File: src/sbl_pkg.sv
`default_nettype none

package sbl_pkg;

    // Operation selector carried on s_tuser.
    localparam logic MODE_INSERT = 1'b0;
    localparam logic MODE_DELETE = 1'b1;

    // Result status codes.
    localparam logic [2:0] ST_INSERTED  = 3'd0;
    localparam logic [2:0] ST_REMOVED   = 3'd1;
    localparam logic [2:0] ST_NOT_FOUND = 3'd2;
    localparam logic [2:0] ST_EMPTY     = 3'd3;
    localparam logic [2:0] ST_FULL      = 3'd4;

    localparam int VALUE_W  = 8;
    localparam int STATUS_W = 3;
    localparam int COUNT_W  = 5;

    // Commands from the controller to the datapath.
    typedef struct packed {
        logic load;   // capture the accepted input beat
        logic exec;   // run the operation and load the result register
    } sbl_cmd_t;

endpackage

`default_nettype wire

File: src/sbl_ctrl.sv
`default_nettype none

module sbl_ctrl (
    input  wire logic            aclk,
    input  wire logic            aresetn,
    input  wire logic            s_tvalid,
    output logic                 s_tready,
    output logic                 m_tvalid,
    input  wire logic            m_tready,
    output sbl_pkg::sbl_cmd_t    cmd
);

    localparam logic IDLE_S = 1'b0;
    localparam logic EXEC_S = 1'b1;

    logic state_reg;
    logic state_next;
    logic out_valid_reg;
    logic out_valid_next;
    logic slot_free;

    // The result register can take a new result when it is empty or drains now.
    assign slot_free = !out_valid_reg || m_tready;

    always_comb begin
        state_next     = state_reg;
        out_valid_next = out_valid_reg;
        cmd.load       = 1'b0;
        cmd.exec       = 1'b0;
        if (out_valid_reg && m_tready) begin
            out_valid_next = 1'b0;
        end
        case (state_reg)
            IDLE_S: begin
                if (s_tvalid) begin
                    cmd.load   = 1'b1;
                    state_next = EXEC_S;
                end
            end
            EXEC_S: begin
                if (slot_free) begin
                    cmd.exec       = 1'b1;
                    out_valid_next = 1'b1;
                    state_next     = IDLE_S;
                end
            end
            default: begin
                state_next = IDLE_S;
            end
        endcase
    end

    always_ff @(posedge aclk) begin
        if (!aresetn) begin
            state_reg     <= IDLE_S;
            out_valid_reg <= 1'b0;
        end else begin
            state_reg     <= state_next;
            out_valid_reg <= out_valid_next;
        end
    end

    assign s_tready = (state_reg == IDLE_S);
    assign m_tvalid = out_valid_reg;

    ap_exec_in_exec_state: assert property (@(posedge aclk) disable iff (!aresetn)
        cmd.exec |-> state_reg == EXEC_S)
        else $error("exec issued outside the execute state");

    ap_load_then_exec_state: assert property (@(posedge aclk) disable iff (!aresetn)
        cmd.load |=> state_reg == EXEC_S && !s_tready)
        else $error("accepted beat did not move the controller to execute");

    ap_exec_sets_valid: assert property (@(posedge aclk) disable iff (!aresetn)
        cmd.exec |=> m_tvalid)
        else $error("result not presented after execution");

endmodule

`default_nettype wire

File: src/sbl_datapath.sv
`default_nettype none

module sbl_datapath #(
    parameter int CAPACITY = 16
) (
    input  wire logic                          aclk,
    input  wire logic                          aresetn,
    input  wire sbl_pkg::sbl_cmd_t             cmd,
    input  wire logic                          in_mode,
    input  wire logic [sbl_pkg::VALUE_W-1:0]   in_value,
    output logic [sbl_pkg::STATUS_W-1:0]       res_status,
    output logic [sbl_pkg::COUNT_W-1:0]        res_count,
    output logic                               res_empty
);

    localparam int CW = $clog2(CAPACITY + 1);

    logic [sbl_pkg::VALUE_W-1:0] entry_reg  [CAPACITY];
    logic [sbl_pkg::VALUE_W-1:0] entry_next [CAPACITY];
    logic [CW-1:0]               count_reg;
    logic [CW-1:0]               count_next;
    logic                        mode_reg;
    logic [sbl_pkg::VALUE_W-1:0] value_reg;
    logic [sbl_pkg::STATUS_W-1:0] status_reg;
    logic [sbl_pkg::STATUS_W-1:0] status_next;
    logic [sbl_pkg::COUNT_W-1:0] res_count_reg;
    logic                        res_empty_reg;

    logic [CAPACITY-1:0] gt;   // stored value smaller than the operand
    logic [CAPACITY-1:0] ge;   // stored value not smaller than the operand
    logic [CAPACITY-1:0] eq;
    logic                found;
    logic                full;
    logic                empty;
    logic                write_en;

    // Each cell compares against the operand and picks its neighbor in parallel.
    // The table is sorted, so gt is a prefix and the first equal cell is the
    // first cell with ge set.
    for (genvar i = 0; i < CAPACITY; i++) begin : g_cell
        logic                        occupied;
        logic [sbl_pkg::VALUE_W-1:0] ins_val;
        logic [sbl_pkg::VALUE_W-1:0] del_val;
        assign occupied = CW'(i) < count_reg;
        assign gt[i]    = occupied && (entry_reg[i] <  value_reg);
        assign ge[i]    = occupied && (entry_reg[i] >= value_reg);
        assign eq[i]    = occupied && (entry_reg[i] == value_reg);

        if (i == 0) begin : g_first
            assign ins_val = gt[i] ? entry_reg[i] : value_reg;
        end else begin : g_rest
            assign ins_val = gt[i]     ? entry_reg[i] :
                             gt[i - 1] ? value_reg    : entry_reg[i - 1];
        end
        if (i == CAPACITY - 1) begin : g_last
            assign del_val = entry_reg[i];
        end else begin : g_inner
            assign del_val = ge[i] ? entry_reg[i + 1] : entry_reg[i];
        end
        assign entry_next[i] = (mode_reg == sbl_pkg::MODE_INSERT) ? ins_val : del_val;
    end

    always_ff @(posedge aclk) begin
        if (write_en) begin
            entry_reg <= entry_next;
        end
    end

    assign found = |eq;
    assign full  = count_reg >= CW'(CAPACITY);
    assign empty = count_reg == '0;

    always_comb begin
        count_next = count_reg;
        write_en   = 1'b0;
        if (mode_reg == sbl_pkg::MODE_INSERT) begin
            if (full) begin
                status_next = sbl_pkg::ST_FULL;
            end else begin
                status_next = sbl_pkg::ST_INSERTED;
                count_next  = count_reg + 1'b1;
                write_en    = cmd.exec;
            end
        end else if (empty) begin
            status_next = sbl_pkg::ST_EMPTY;
        end else if (!found) begin
            status_next = sbl_pkg::ST_NOT_FOUND;
        end else begin
            status_next = sbl_pkg::ST_REMOVED;
            count_next  = count_reg - 1'b1;
            write_en    = cmd.exec;
        end
    end

    always_ff @(posedge aclk) begin
        if (!aresetn) begin
            count_reg <= '0;
        end else if (cmd.exec) begin
            count_reg <= count_next;
        end
    end

    always_ff @(posedge aclk) begin
        if (cmd.load) begin
            mode_reg  <= in_mode;
            value_reg <= in_value;
        end
        if (cmd.exec) begin
            status_reg    <= status_next;
            res_count_reg <= sbl_pkg::COUNT_W'(count_next);
            res_empty_reg <= (count_next == '0);
        end
    end

    assign res_status = status_reg;
    assign res_count  = res_count_reg;
    assign res_empty  = res_empty_reg;

    ap_count_bound: assert property (@(posedge aclk) disable iff (!aresetn)
        count_reg <= CW'(CAPACITY))
        else $error("entry count exceeds capacity");

    ap_insert_grows: assert property (@(posedge aclk) disable iff (!aresetn)
        cmd.exec && status_next == sbl_pkg::ST_INSERTED
        |=> count_reg == CW'($past(count_reg) + 1'b1))
        else $error("insert did not add one entry");

    ap_remove_shrinks: assert property (@(posedge aclk) disable iff (!aresetn)
        cmd.exec && status_next == sbl_pkg::ST_REMOVED
        |=> count_reg == CW'($past(count_reg) - 1'b1))
        else $error("delete did not drop one entry");

    ap_reject_keeps: assert property (@(posedge aclk) disable iff (!aresetn)
        cmd.exec && !write_en |=> $stable(count_reg))
        else $error("rejected operation changed the entry count");

endmodule

`default_nettype wire

File: src/sorted_byte_list.sv
// Channel  Direction  Beat contents
// s_       in         tdata[7:0] value; tuser[0] mode (0 insert, 1 delete)
// m_       out        tdata[2:0] status, [7:3] entry_count, [8] list_empty
//
// Each operation accepts the beat, then runs an execute step in which
// every table cell compares against the value and shifts in parallel.
// The next beat is accepted while the previous result waits in the output register.
// A stalled m_ side holds the execute cycle until the output register frees.
// aresetn is synchronous and active low; it empties the table at once.
`default_nettype none

module sorted_byte_list #(
    parameter int CAPACITY = 16
) (
    input  wire logic        aclk,
    input  wire logic        aresetn,
    input  wire logic        s_tvalid,
    output logic             s_tready,
    input  wire logic [7:0]  s_tdata,   // [7:0] value
    input  wire logic [0:0]  s_tuser,   // [0] mode
    output logic             m_tvalid,
    input  wire logic        m_tready,
    output logic [15:0]      m_tdata    // [2:0] status, [7:3] entry_count, [8] list_empty
);

    sbl_pkg::sbl_cmd_t                 cmd;
    logic [sbl_pkg::STATUS_W-1:0]      res_status;
    logic [sbl_pkg::COUNT_W-1:0]       res_count;
    logic                              res_empty;

    sbl_ctrl u_ctrl (
        .aclk     (aclk),
        .aresetn  (aresetn),
        .s_tvalid (s_tvalid),
        .s_tready (s_tready),
        .m_tvalid (m_tvalid),
        .m_tready (m_tready),
        .cmd      (cmd)
    );

    sbl_datapath #(
        .CAPACITY (CAPACITY)
    ) u_datapath (
        .aclk       (aclk),
        .aresetn    (aresetn),
        .cmd        (cmd),
        .in_mode    (s_tuser[0]),
        .in_value   (s_tdata),
        .res_status (res_status),
        .res_count  (res_count),
        .res_empty  (res_empty)
    );

    assign m_tdata = {7'd0, res_empty, res_count, res_status};

endmodule

`default_nettype wire

File: config.mk
export PLATFORM = sky130hd
export DESIGN_NAME = sorted_byte_list
export DESIGN_NICKNAME = d
export VERILOG_FILES = /design/src/sbl_pkg.sv /design/src/sbl_ctrl.sv /design/src/sbl_datapath.sv /design/src/sorted_byte_list.sv
export SDC_FILE = /design/constraint.sdc
export NUM_CORES = 1
export LEC_CHECK = 0
export BUFFER_PORTS_ARGS = -buffer_cell sky130_fd_sc_hd__buf_4
export CORE_ASPECT_RATIO = 1.1
export CORE_MARGIN = 2
export CORE_UTILIZATION = 30
export CTS_BUF_LIST = sky130_fd_sc_hd__clkbuf_8
export CTS_CLUSTER_SIZE = 40
export DETAILED_ROUTE_END_ITERATION = 16
export PLACE_DENSITY = 0.54
export SKIP_LAST_GASP = 1
export SYNTH_ARGS = -nofsm -noshare
export SYNTH_HDL_FRONTEND = slang
export SYNTH_SLANG_ARGS = --single-unit
File: constraint.sdc
create_clock -name aclk -period 3.4 [get_ports aclk]
set_input_delay 0.34 -clock aclk [delete_from_list [all_inputs] [get_ports aclk]]
set_output_delay 0.34 -clock aclk [all_outputs]
set_load 0.005 [all_outputs]
==> results.yml <==
pwr:
  power_mw: 4.858
  peakVddDrop_mv: 0.2242
  power_density_nw_per_um2: 388.7
  cellLeakagePower_nw: 5.265
die:
  coreArea_um2: 36260
  die_h_um: 205.7
  dieArea_um2: 38540
  die-width_um: 187.4
  initial_core_util: 0.3060
  io_pins: 31
  rows: 73
drt:
  drc: 0
  wl_per_cell_um: 19.93
  ant_nets: 0
  drt-initial-drc-count: 695
  vias: 8442
  wl_mm: 32.11
  dr.pass1.iters: 5
  routed_via_density: 5.240
yosys:
  async_reset_ff_frac: 0
  synthCells: 1086
  synth_top_area_share: 0.3952
  yosys.area.top_type: "edfxtp_1"
  yosysMostFrequentCell: "o21ai_0"
  synth_edf_count: 146
  synth.cells.most_frequent: "o21ai_0, edfxtp_1, nand2_1"
  ys_dominant_reg_cell: "edfxtp_1"
  synth.yosys.warnings: 0
  synth_seq_area_share: 0.4078
  ys_seq_elements: 153
  synth_area_leaders: "edfxtp_1, ha_1, mux2i_1, o21ai_0, nand2_1"
  synth_area_um2: 11090
  yosys.cell_types.count: 70
  syn_avg_cell_area_um2: 10.22
worst_setup_path:
  critPathCaptureType: "register"
  required_ns: 3.59
  crit_type: "reg -> reg"
  crit_path_start_kind: "register"
  crit_arrival_ns: 3.41
  crit_fanout: 12
place:
  gp_congestion: 0.8543
  place_ws_ns: 0.2295
  portBuffers: 23
  dpl.hpwl_mm: 22.84
  placed_cells: 1581
  placed_area_um2: 12050
clock_tree:
  cts_htree_levels: 4
  cts_buffers: 17
  post_cts_buffers: 0
  path_clk_slew_ns: 0.09
  clockBufferDepth: 2
  cts.sinks: 153
  clk_latency_ns: 0.50
  clock-root-buffer: "clkbuf_8"
  cts_tree: "yes"
sta:
  maxSlewHeadroom: 0.2604
  timing.fmax_mhz: 310.8
  fin_skew_ns: 0.02254
  finalSetupViolations: 0
  hold_viol_final: 0
  worst_slack_ns: 0.1823
  maxSlewViolCount: 0
  rsz0062_at_grt: "no"
  tightest_slew_ns: 1.105
  fin_crit_ns: 3.218
  fin_crit_sh: 0.9464
  whs_ns: 0.02695
  setup_tns_ns: 0
cells_and_area:
  syn_to_final_growth_pct: 12.67
  final_cell_area_um2: 12500
  final_nets: 1259
  regArea_um2: 4524
  multi_input_area_um2: 6036
  final_cells: 1611
  utilization: 0.3447
  largest_reg_flops: 120
  fill_cells: 3675
  antennaDiodeCount: 0
  drive_above_1_share: 0.1290
run:
  cap_viol_max_count: 0
grt:
  grt_max_degree: 269
  grt_pass1_wl_mm: 50.09
  overflow: 0
  antenna_found_initial: 0
  grt_pass1_vias: 8487
  grtUsageTotal: 0.1707
worst_hold_path:
  hp-class: "in -> reg"
outcome:
  status: "completed"
-- metal layers --
metal	vias to the layer above	share of wire	GRT usage
met1	4066	0.45	0.2253
met4	0	0.020	0.05414
li1	4084	-	-
met5	-	0	0
met3	41	0.050	0.02831
met2	251	0.48	0.2860
-- area by class of cell --
class                   count  area share
multi-input cells         810      0.4829
flip-flops and latches    153      0.3620
repair buffers             77     0.05445
well taps                 487     0.04875
clock buffers              17     0.01872
clock inverters            12     0.01672
inverters                  55     0.01652
-- path summary, 6_finish.rpt --
kind	slack (ns)	start	end	cells past startpoint
max reg2reg	0.18	u_datapath.value_reg[4]	u_datapath.entry_reg[108]	12
max	0.18	u_datapath.value_reg[4]	u_datapath.entry_reg[108]	12
min	0.03	s_tdata[0]	u_datapath.value_reg[0]	1
min reg2reg	0.51	u_ctrl.state_reg	u_ctrl.m_tvalid	2
-- layout by cell type, fill, tap and decap left out, types with 7 or more instances in the layout --
master / count
o21ai_0: 148
edfxtp_1: 146
nand2_1: 143
ha_1: 132
mux2i_1: 114
buf_4: 68
inv_1: 55
a21oi_1: 36
nand4_1: 33
a21o_1: 29
nor2_1: 28
clkbuf_8: 17
nor3_1: 14
nor2b_1: 14
o21a_1: 8
o221ai_1: 8
buf_12: 8
a211oi_1: 7
conb_1: 7
dfxtp_1: 7
-- worst max-delay path: stages, from the launching register on --
cell	delay, ns
edfxtp_1	0.35
inv_1	0.05
buf_4	0.20
ha_1	0.32
nand4_1	0.12
or3_1	0.43
o221ai_1	0.14
nand3b_4	0.25
o21ai_4	0.07
a21o_1	0.24
buf_4	0.22
a311oi_1	0.29
buf_4	0.22
-- timing repair --
action / 4_1_cts / 5_1_grt
gates resized for setup: 0 / 0
hold buffers: 0 / 1
endpoints found under the hold margin: 0 / 1
-- logic make-up (layout without fill, tap and decap cells) --
family	Yosys count	count (layout)	share of synthesized area
compound gates	290	290	0.1689
other cells	1	7	0.0003380
flops	153	153	0.4078
mux	116	116	0.1049
buf+inv	129	161	0.05300
simple gates	264	264	0.1154
xor+xnor	1	1	0.0007896
fa+ha+maj	132	132	0.1489
-- power by group --
group | internal (mW) | switching (mW) | leakage [nW]
sequential | 2.16 | 0.0699 | 1.40
combinational | 0.398 | 0.583 | 3.64
clock | 0.924 | 0.719 | 0.227
total | 3.49 | 1.37 | 5.27
Power figures use the tool's default switching activity.
